===== src/sre_pkg.sv =====
`default_nettype none

package sre_pkg;

    localparam int SRE_MAX_SYMBOL_BITS = 8;
    localparam int SRE_MAX_RUN_WIDTH   = 5;

    // Token queue depth and the most tokens one request can produce
    localparam int SRE_Q_DEPTH     = 8;
    localparam int SRE_MAX_RESULTS = 2;

    localparam logic [1:0] SRE_CODE_RESET = 2'd3;

    // Table entry width and default memory shape
    localparam int SRE_ENTRY_W   = 3;
    localparam int SRE_TBL_DEPTH = 256;

    typedef enum logic {
        OP_LOAD = 1'b0,
        OP_DATA = 1'b1
    } sre_op_t;

    typedef struct packed {
        sre_op_t    operation;
        logic [7:0] symbol;
        logic [2:0] width_entry;
        logic       last;
    } sre_in_t;

    typedef struct packed {
        logic [7:0] token_symbol;
        logic [4:0] run_code;
        logic [2:0] run_width;
        logic [3:0] token_bits;
        logic       end_of_stream;
    } sre_out_t;

endpackage

`default_nettype wire


===== src/sre_ram.sv =====
`default_nettype none

module sre_ram
    import sre_pkg::*;
#(
    parameter int WIDTH = SRE_ENTRY_W,
    parameter int DEPTH = SRE_TBL_DEPTH,
    localparam int ADDR_W = (DEPTH > 1) ? $clog2(DEPTH) : 1
)
(
    input  wire logic              clk,
    input  wire logic              we,
    input  wire logic [ADDR_W-1:0] waddr,
    input  wire logic [WIDTH-1:0]  wdata,
    input  wire logic [ADDR_W-1:0] raddr,
    output logic      [WIDTH-1:0]  rdata
);

    logic [WIDTH-1:0] mem [DEPTH];

    // Read returns the old contents on a same-address write
    always_ff @(posedge clk)
    begin
        if (we)
        begin
            mem[waddr] <= wdata;
        end
        rdata <= mem[raddr];
    end

endmodule

`default_nettype wire


===== src/symbol_run_length_encoder.sv =====
`default_nettype none

// Channel   Direction  Handshake                Payload
// sym       in         sym_valid / sym_ready    sre_in_t  (operation, symbol, width, last)
// tok       out        tok_valid / tok_ready    sre_out_t (up to two tokens per request)
// cfg       in         cfg_we, no wait          cfg_wdata (symbol width code)
//
// One request per cycle while sym_ready is high; a request's tokens pass from
// the width table read stage into the token queue once it is taken.
// The width table memory has one read port: a config write steals it to
// re-read the pending run's entry, and sym_ready is low while it does.
// Reset clears the table through per-entry valid bits; there is no clearing
// pass. sym_ready drops while the token queue has no room for two more tokens
// per request in flight, so a stalled tok channel backs up into sym.

module symbol_run_length_encoder
    import sre_pkg::*;
#(
    parameter int MAX_SYMBOL_BITS = SRE_MAX_SYMBOL_BITS,
    parameter int MAX_RUN_WIDTH   = SRE_MAX_RUN_WIDTH
)
(
    input  wire logic       clk,
    input  wire logic       rst_n,
    input  wire logic       sym_valid,
    output logic            sym_ready,
    input  wire sre_in_t    sym,
    output logic            tok_valid,
    input  wire logic       tok_ready,
    output sre_out_t        tok,
    input  wire logic       cfg_we,
    input  wire logic [1:0] cfg_wdata
);

    localparam int TBL_DEPTH   = 1 << MAX_SYMBOL_BITS;
    localparam int IDX_W       = MAX_SYMBOL_BITS;
    localparam int RUN_LEN_W   = MAX_RUN_WIDTH + 1;
    localparam int Q_PTR_W     = $clog2(SRE_Q_DEPTH);
    localparam int Q_CNT_W     = Q_PTR_W + 1;
    localparam int READY_LIMIT = SRE_Q_DEPTH - 2 * SRE_MAX_RESULTS;

    // Configuration and derived symbol geometry
    logic [1:0] code_reg;
    logic [3:0] sym_bits_raw;
    logic [3:0] sym_bits;
    logic [7:0] sym_mask;

    // Input side
    logic             accept;
    logic [7:0]       in_sym_m;
    logic [IDX_W-1:0] in_idx;
    logic [2:0]       in_we_sat;
    logic [IDX_W-1:0] rd_idx;

    // Table memory and valid bits
    logic [TBL_DEPTH-1:0] tbl_vld_reg;
    logic                 rd_vld_reg;
    logic [2:0]           ram_q;
    logic                 tbl_we;
    logic [IDX_W-1:0]     s1_idx;

    // Request in the table-read stage
    logic       s1_valid_reg;
    sre_op_t    s1_op_reg;
    logic [7:0] s1_sym_reg;
    logic [2:0] s1_we_reg;
    logic       s1_last_reg;
    logic       fwd_hit_reg;
    logic       fwd_hit_next;
    logic [2:0] fwd_data_reg;

    // Pending run
    logic [7:0]           run_value_reg;
    logic [7:0]           run_value_next;
    logic [RUN_LEN_W-1:0] run_len_reg;
    logic [RUN_LEN_W-1:0] run_len_next;
    logic [2:0]           run_w_reg;
    logic [2:0]           run_w_next;

    // Width re-read after a config write
    logic refresh_reg;
    logic refresh_rd_reg;

    // Token assembly
    logic [2:0]           ent;
    logic [7:0]           rv_m;
    logic                 pending;
    logic                 flush;
    logic [RUN_LEN_W-1:0] base_len;
    logic [RUN_LEN_W-1:0] new_len;
    logic [RUN_LEN_W-1:0] limit;
    logic                 emit_run;
    logic                 main_emit;
    sre_out_t             flush_tok;
    sre_out_t             main_tok;
    sre_out_t             slot0;
    sre_out_t             slot1;
    logic [1:0]           npush;

    // Token queue
    sre_out_t           q_reg [SRE_Q_DEPTH];
    logic [Q_PTR_W-1:0] wr_ptr_reg;
    logic [Q_PTR_W-1:0] rd_ptr_reg;
    logic [Q_CNT_W-1:0] count_reg;
    logic               pop;

    // Symbol size: 1 << code, clamped to the widest supported symbol
    always_comb
    begin
        sym_bits_raw = 4'd1 << code_reg;
        sym_bits     = sym_bits_raw;
        if (int'(sym_bits_raw) > MAX_SYMBOL_BITS)
        begin
            sym_bits = 4'(MAX_SYMBOL_BITS);
        end
        sym_mask = 8'((9'd1 << sym_bits) - 9'd1);
    end

    assign sym_ready = !refresh_reg && (count_reg <= Q_CNT_W'(READY_LIMIT));
    assign accept    = sym_valid && sym_ready;

    assign in_sym_m  = sym.symbol & sym_mask;
    assign in_idx    = in_sym_m[IDX_W-1:0];
    // Saturate oversized widths on load
    assign in_we_sat = (int'(sym.width_entry) > MAX_RUN_WIDTH) ? 3'(MAX_RUN_WIDTH)
                                                               : sym.width_entry;

    // Read the pending run's entry during a refresh, else the incoming symbol
    always_comb
    begin
        rv_m = run_value_reg & sym_mask;
        rd_idx = refresh_reg ? rv_m[IDX_W-1:0] : in_idx;
    end

    assign s1_idx = s1_sym_reg[IDX_W-1:0];
    assign tbl_we = s1_valid_reg && (s1_op_reg == OP_LOAD);

    sre_ram #(
        .WIDTH (3),
        .DEPTH (TBL_DEPTH)
    ) u_tbl (
        .clk   (clk),
        .we    (tbl_we),
        .waddr (s1_idx),
        .wdata (s1_we_reg),
        .raddr (rd_idx),
        .rdata (ram_q)
    );

    // Forward a load in the read stage to a request reading the same entry
    assign fwd_hit_next = accept && tbl_we && (in_idx == s1_idx);

    // Assemble up to two tokens for the request in the read stage
    always_comb
    begin
        ent     = fwd_hit_reg ? fwd_data_reg : (rd_vld_reg ? ram_q : 3'd0);
        pending = (run_len_reg != '0);
        flush   = s1_valid_reg && pending
                  && ((s1_op_reg == OP_LOAD) || (s1_sym_reg != rv_m));

        flush_tok.token_symbol  = rv_m;
        flush_tok.run_code      = 5'(run_len_reg - RUN_LEN_W'(1));
        flush_tok.run_width     = run_w_reg;
        flush_tok.token_bits    = 4'(sym_bits + 4'(run_w_reg));
        flush_tok.end_of_stream = 1'b0;

        base_len = (flush || !pending) ? '0 : run_len_reg;
        new_len  = base_len + RUN_LEN_W'(1);
        limit    = RUN_LEN_W'(1) << ent;
        emit_run = (new_len >= limit) || s1_last_reg;

        main_tok.token_symbol  = s1_sym_reg;
        main_tok.run_code      = (ent == 3'd0) ? 5'd0 : 5'(new_len - RUN_LEN_W'(1));
        main_tok.run_width     = ent;
        main_tok.token_bits    = 4'(sym_bits + 4'(ent));
        main_tok.end_of_stream = s1_last_reg;

        main_emit = s1_valid_reg && (s1_op_reg == OP_DATA)
                    && ((ent == 3'd0) || emit_run);

        if (flush)
        begin
            slot0 = flush_tok;
            slot1 = main_tok;
            npush = main_emit ? 2'd2 : 2'd1;
        end
        else
        begin
            slot0 = main_tok;
            slot1 = main_tok;
            npush = main_emit ? 2'd1 : 2'd0;
        end
    end

    // Run state update
    always_comb
    begin
        run_len_next   = run_len_reg;
        run_value_next = run_value_reg;
        run_w_next     = run_w_reg;
        if (refresh_rd_reg)
        begin
            run_w_next = ent;
        end
        if (s1_valid_reg)
        begin
            if (s1_op_reg == OP_LOAD)
            begin
                run_len_next = '0;
            end
            else if (ent == 3'd0)
            begin
                // Raw symbol: drop the run only if it was flushed
                if (flush)
                begin
                    run_len_next = '0;
                end
            end
            else
            begin
                // Latch the symbol only when a new run starts
                if (flush || !pending)
                begin
                    run_value_next = s1_sym_reg;
                end
                run_w_next   = ent;
                run_len_next = emit_run ? '0 : new_len;
            end
        end
    end

    always_ff @(posedge clk or negedge rst_n)
    begin
        if (!rst_n)
        begin
            code_reg       <= SRE_CODE_RESET;
            tbl_vld_reg    <= '0;
            rd_vld_reg     <= 1'b0;
            s1_valid_reg   <= 1'b0;
            fwd_hit_reg    <= 1'b0;
            run_value_reg  <= '0;
            run_len_reg    <= '0;
            run_w_reg      <= '0;
            refresh_reg    <= 1'b0;
            refresh_rd_reg <= 1'b0;
        end
        else
        begin
            if (cfg_we)
            begin
                code_reg <= cfg_wdata;
            end
            refresh_reg    <= cfg_we;
            refresh_rd_reg <= refresh_reg;
            if (tbl_we)
            begin
                tbl_vld_reg[s1_idx] <= 1'b1;
            end
            rd_vld_reg    <= tbl_vld_reg[rd_idx];
            s1_valid_reg  <= accept;
            fwd_hit_reg   <= fwd_hit_next;
            run_value_reg <= run_value_next;
            run_len_reg   <= run_len_next;
            run_w_reg     <= run_w_next;
        end
    end

    // Request payload for the read stage
    always_ff @(posedge clk)
    begin
        if (accept)
        begin
            s1_op_reg   <= sym.operation;
            s1_sym_reg  <= in_sym_m;
            s1_we_reg   <= in_we_sat;
            s1_last_reg <= sym.last;
        end
        fwd_data_reg <= s1_we_reg;
    end

    // Token queue: two writes, one read per cycle
    assign pop       = tok_valid && tok_ready;
    assign tok_valid = (count_reg != '0);
    assign tok       = q_reg[rd_ptr_reg];

    always_ff @(posedge clk or negedge rst_n)
    begin
        if (!rst_n)
        begin
            wr_ptr_reg <= '0;
            rd_ptr_reg <= '0;
            count_reg  <= '0;
        end
        else
        begin
            wr_ptr_reg <= wr_ptr_reg + Q_PTR_W'(npush);
            if (pop)
            begin
                rd_ptr_reg <= rd_ptr_reg + Q_PTR_W'(1);
            end
            count_reg <= count_reg + Q_CNT_W'(npush) - Q_CNT_W'(pop);
        end
    end

    always_ff @(posedge clk)
    begin
        if (npush != 2'd0)
        begin
            q_reg[wr_ptr_reg] <= slot0;
        end
        if (npush == 2'd2)
        begin
            q_reg[wr_ptr_reg + Q_PTR_W'(1)] <= slot1;
        end
    end

endmodule

`default_nettype wire


===== config.mk =====
export PLATFORM = sky130hd
export DESIGN_NAME = symbol_run_length_encoder
export DESIGN_NICKNAME = d
export VERILOG_FILES = /design/src/sre_pkg.sv /design/src/sre_ram.sv /design/src/symbol_run_length_encoder.sv
export SDC_FILE = /design/constraint.sdc
export NUM_CORES = 2
export LEC_CHECK = 0
export BUFFER_PORTS_ARGS = -buffer_cell sky130_fd_sc_hd__buf_2
export CAP_MARGIN = 20
export CORE_ASPECT_RATIO = 0.9
export CORE_UTILIZATION = 55
export DETAILED_ROUTE_END_ITERATION = 10
export PLACE_DENSITY = 0.68
export SYNTH_ARGS = -nofsm -noshare
export SYNTH_HDL_FRONTEND = slang
export SYNTH_SLANG_ARGS = --single-unit

===== constraint.sdc =====
create_clock -name clk -period 8 [get_ports clk]
set_clock_uncertainty 0.2 [all_clocks]
set_input_delay 1.6 -clock clk [delete_from_list [all_inputs] [get_ports clk]]
set_output_delay 1.6 -clock clk [all_outputs]
set_load 0.05 [all_outputs]

==> reports/results.txt <==
The global-route met2 utilization came out at 0.456. During I/O placement, the number of pins put on the boundary was 43. For the number of antenna violations at the first check in global routing, the log shows 6. The critical-path maximum fanout works out to 28. For the worst max-slew margin expressed relative to the limit, the log shows 0.206.

The fraction of met3 tracks used by global routing was 0.0704; the fraction of final layout cells with drive strength greater than 1 was 0.228. The final reports fail on design-rule violations. After synthesis the netlist holds a flip-flop and latch count of 1,245. The tools report the number of sinks on the clock net as 1,245. Largest net degree at the start of global routing: 258.

The number of warnings issued by yosys is 0. The clock tree synthesis step divided the H-tree into 3 levels. For this run, the top clock speed supported by timing is 138 MHz.

STA classifies the critical path endpoint as a register. STA classifies the critical path startpoint as a register. Number of placement rows: 107. In this run the cell area of the synthesized design comes to 52,600 um2. In this run the static leakage power is 21.6 nW. IR analysis of the VDD net gives a maximum drop of 210 uV.

The root buffer cell chosen for the clock tree is sky130_fd_sc_hd__clkbuf_16. The flow ran to the end, but the final reports show violations. After the first detailed-routing iteration, the DRC count stood at 4,795.

The final core area utilization came out at 0.616. Classification of the worst-slack hold path: reg2reg. The hold violation count in the final report is 0. The post-CTS setup repair buffer count is 0.

The die is 295 um tall. The global-route wire length before repair was 215,000 um; the fraction of met1 tracks used by global routing was 0.453. The share of synthesized flip-flops with an asynchronous set or reset was 0.233; the final weighted congestion in routability-driven placement was 0.903. The number of cells upsized or downsized after cts came out at 0.

The design draws 16.8 mW. The floorplan die area was 97,000 um2. The tools report the antenna violation net count after detailed routing as 0.

The adder and majority cell fraction of the synthesized area was 0.00794. The number of nets in the synthesized netlist is 3,656. Proportion of total power due to net switching: 0.294. For the number of unique standard cell types used by synthesis, the log shows 79. The compound-cell area share of the yosys netlist was 0.0569; the aggregate negative setup slack was 0 ns. The fraction of power consumed by sequential logic came out at 0.441. In this run the power spent charging and discharging nets is 4.94 mW. The global router's overall resource usage was 0.306. The total wire length after detailed routing is 147,000 um, and the time the final worst path needs with I/O delays and setup is 7.25 ns.

The number of buffers added on ports is 42. After global routing, the most crowded layer is met2. The filler cells instantiated in the layout total 7,037.

The finished layout holds 4,985 standard cells, fillers aside. The maximum buffer depth of the clock tree is 3, and the number of synthesized flops with an enable pin is 949. Setup violations remaining at the end of the flow were counted as 0.

Share of total power in the clock network: 0.349. The post-synthesis share of cell area spent on and, or, nand and nor gates is 0.110, and the xor and xnor area share after synthesis is 0.00532. The floorplan step set the die width to 328 um. The fraction of power consumed by combinational cells was 0.210. The total CTS buffers is 121. Hold repair after CTS inserted 0 buffers.

The run gives 0.555 as the initial standard-cell utilization of the core. The internal cell power was 11.9 mW. The slowest cell on the critical path was sky130_fd_sc_hd__dfstp_2. The layout-stage area growth over the synthesis result works out to 10.9%. For the number of global-route vias before repair, the log shows 31,300. The clock reaches the later pin of the worst-skew pair after 0.71 ns. The number of slew-limit violations in the final report was 0. After detailed routing, the average wire length per cell comes to 29.5 um.

TritonCTS built the clock tree. The most frequent cell on the critical path is sky130_fd_sc_hd__o21a_1. For the HPWL reported at the end of detailed placement, the log shows 89,400 um.

After clock tree synthesis, the clock-pin slew on the worst setup and hold paths is 0.06 ns. The multiplexer fraction of the synthesized cell area works out to 0.114. The logs give 0 for the number of max-cap violations and 18 for the DRC violation count after routing.

The core footprint came out at 94,800 um2. The tools report the part of the Yosys area used for sequential elements as 0.682. The combinational family with the most area after synthesis was multiplexers. The register with the most flip-flops in the layout has 768 of them. Summed over all layers, the global routing overflow is 0.

Dividing the synthesized area by the synthesized cell count gives 14.6 um2. The count of TritonRoute iterations in the first routing pass was 9. Worst-margin pin slew: 1.19 ns. The power density over the cells was 288 nW/um2; the detailed-route via count was 32,400.

Setup repair after global routing left no endpoint under its margin. For the worst setup path, the data arrival time is 7.45 ns. The required time at the endpoint of the critical path is 8.20 ns, and the number of instances in the placed design is 4,750. Dividing the detail-routed via count by the number of cells gives 6.50. The share of the clock period used by the worst path was 0.906; the net total in the final layout was 3,674. The classification of the worst setup path is reg2reg. The peak per-stage delay on the critical path came out at 0.89 ns.

After technology mapping, the gate count stands at 3,605. For this run, the leading register cell type out of synthesis is sky130_fd_sc_hd__edfxtp_1.
[layout by cell type, fill, tap and decap left out, types with 18 or more instances in the layout]
cell type and count:
sky130_fd_sc_hd__mux4_2 209, sky130_fd_sc_hd__clkbuf_16 126, sky130_fd_sc_hd__nor3_1 24, sky130_fd_sc_hd__edfxtp_1 949, sky130_fd_sc_hd__mux2_2 31, sky130_fd_sc_hd__nand3_1 113, sky130_fd_sc_hd__ha_1 27, sky130_fd_sc_hd__nor2_1 332
sky130_fd_sc_hd__buf_2 42, sky130_fd_sc_hd__clkbuf_1 31, sky130_fd_sc_hd__and3_1 22, sky130_fd_sc_hd__nand2_1 384, sky130_fd_sc_hd__a22oi_1 32, sky130_fd_sc_hd__buf_4 66, sky130_fd_sc_hd__o211ai_1 25, sky130_fd_sc_hd__clkbuf_8 25
sky130_fd_sc_hd__mux2i_1 79, sky130_fd_sc_hd__clkinv_2 20, sky130_fd_sc_hd__o21ai_0 116, sky130_fd_sc_hd__inv_1 29, sky130_fd_sc_hd__xnor2_1 19, sky130_fd_sc_hd__dfrtp_1 286, sky130_fd_sc_hd__nand4_1 29, sky130_fd_sc_hd__or2_2 257
sky130_fd_sc_hd__and2_1 18, sky130_fd_sc_hd__a21oi_1 81, sky130_fd_sc_hd__o21ai_1 36, sky130_fd_sc_hd__a31oi_1 40
[per-stage QoR]
stage	worst slack [ns]	hold slack [ns]	cell area [um2]
4_1_cts	0.882	0.261	58300
3_3_place_gp	1.12	0.243	54100
3_5_place_dp	0.934	0.247	54200
6_report	0.749	0.260	58400
2_1_floorplan	1.76	0.232	52600
5_1_grt	0.236	0.264	58400
[cells in the mapped netlist, types with 13 or more instances]
| cell type | number | area, um2 |
|---|---|---|
| sky130_fd_sc_hd__a211oi_1 | 14 | 105 |
| sky130_fd_sc_hd__a21oi_1 | 82 | 410 |
| sky130_fd_sc_hd__a22oi_1 | 32 | 240 |
| sky130_fd_sc_hd__a31oi_1 | 40 | 250 |
| sky130_fd_sc_hd__and2_1 | 18 | 113 |
| sky130_fd_sc_hd__and3_1 | 22 | 138 |
| sky130_fd_sc_hd__buf_1 | 18 | 67.6 |
| sky130_fd_sc_hd__buf_2 | 52 | 260 |
| sky130_fd_sc_hd__buf_4 | 27 | 203 |
| sky130_fd_sc_hd__buf_6 | 18 | 203 |
| sky130_fd_sc_hd__clkbuf_1 | 113 | 424 |
| sky130_fd_sc_hd__dfrtp_1 | 288 | 7210 |
| sky130_fd_sc_hd__edfxtp_1 | 949 | 28500 |
| sky130_fd_sc_hd__ha_1 | 27 | 338 |
| sky130_fd_sc_hd__inv_1 | 29 | 109 |
| sky130_fd_sc_hd__mux2_2 | 32 | 360 |
| sky130_fd_sc_hd__mux2i_1 | 80 | 801 |
| sky130_fd_sc_hd__mux4_2 | 209 | 4710 |
| sky130_fd_sc_hd__nand2_1 | 393 | 1480 |
| sky130_fd_sc_hd__nand3_1 | 113 | 566 |
| sky130_fd_sc_hd__nand4_1 | 29 | 181 |
| sky130_fd_sc_hd__nor2_1 | 334 | 1250 |
| sky130_fd_sc_hd__nor3_1 | 24 | 120 |
| sky130_fd_sc_hd__o211ai_1 | 25 | 188 |
| sky130_fd_sc_hd__o21ai_0 | 118 | 591 |
| sky130_fd_sc_hd__o21ai_1 | 36 | 180 |
| sky130_fd_sc_hd__or2_2 | 257 | 1610 |
| sky130_fd_sc_hd__xnor2_1 | 19 | 166 |
| sky130_fd_sc_hd__xor2_1 | 13 | 114 |
[cell type report]
cell class / count / area (um2) / area share
Tap cell: 1253 / 1570 / 0.0269
Clock inverter: 47 / 497 / 0.00851
Timing Repair Buffer: 124 / 1020 / 0.0175
Antenna cell: 3 / 7.51 / 0.000129
Inverter: 32 / 123 / 0.00210
Clock buffer: 182 / 3610 / 0.0619
Multi-Input combinational cell: 2099 / 15700 / 0.268
Sequential cell: 1245 / 35900 / 0.615
[cells by family (layout without fill, tap and decap cells)]
group,after synthesis,count (layout)
flops,1245,1245
simple gates,1238,1238
compound gates,464,464
mux,334,334
buf+inv,261,385
xor+xnor,32,32
fa+ha+maj,31,31
other cells,0,3
[layer usage]
layer / part of all wire / vias to the layer above
met5: 0.00030 / -
met4: 0.032 / 6
met3: 0.11 / 312
met2: 0.45 / 2083
met1: 0.40 / 16500
li1: - / 13600
[critical path, delay by kind of cell (launching register included)]
| kind | cells | cell delay [ns] |
|---|---|---|
| AOI/OAI and AO/OA | 9 | 1.56 |
| xor gates and xnor gates | 1 | 0.25 |
| adders and majority gates | 3 | 0.78 |
| buffers and inverters | 3 | 0.45 |
| DFF | 1 | 0.89 |
| and+or+nand+nor | 9 | 2.79 |
[final timing paths]
check | startpoint | to | slack, ns | depth (start not counted)
max | code_reg[1] | q_reg[5][10] | 0.75 | 25
min reg2reg | tbl_vld_reg[48] | tbl_vld_reg[48] | 0.26 | 1
min in group asynchronous | rst_n | tbl_vld_reg[211] | 0.77 | 1
max reg2reg | code_reg[1] | q_reg[5][10] | 0.75 | 25
min | tbl_vld_reg[48] | tbl_vld_reg[48] | 0.26 | 1
max in group asynchronous | rst_n | rd_ptr_reg[0] | 5.30 | 2
[power by group through the flow]
stage                     registers, mW  clock network [mW]  logic [mW]
after floorplan                    7.54                   0        2.41
after global placement             7.55                   0        3.45
after detailed placement           7.55                   0        3.49
after CTS                          7.42                5.90        3.50
after global routing               7.45                6.14        3.73
final                              7.43                5.87        3.53
No activity file was read; power rests on OpenSTA's default activity.
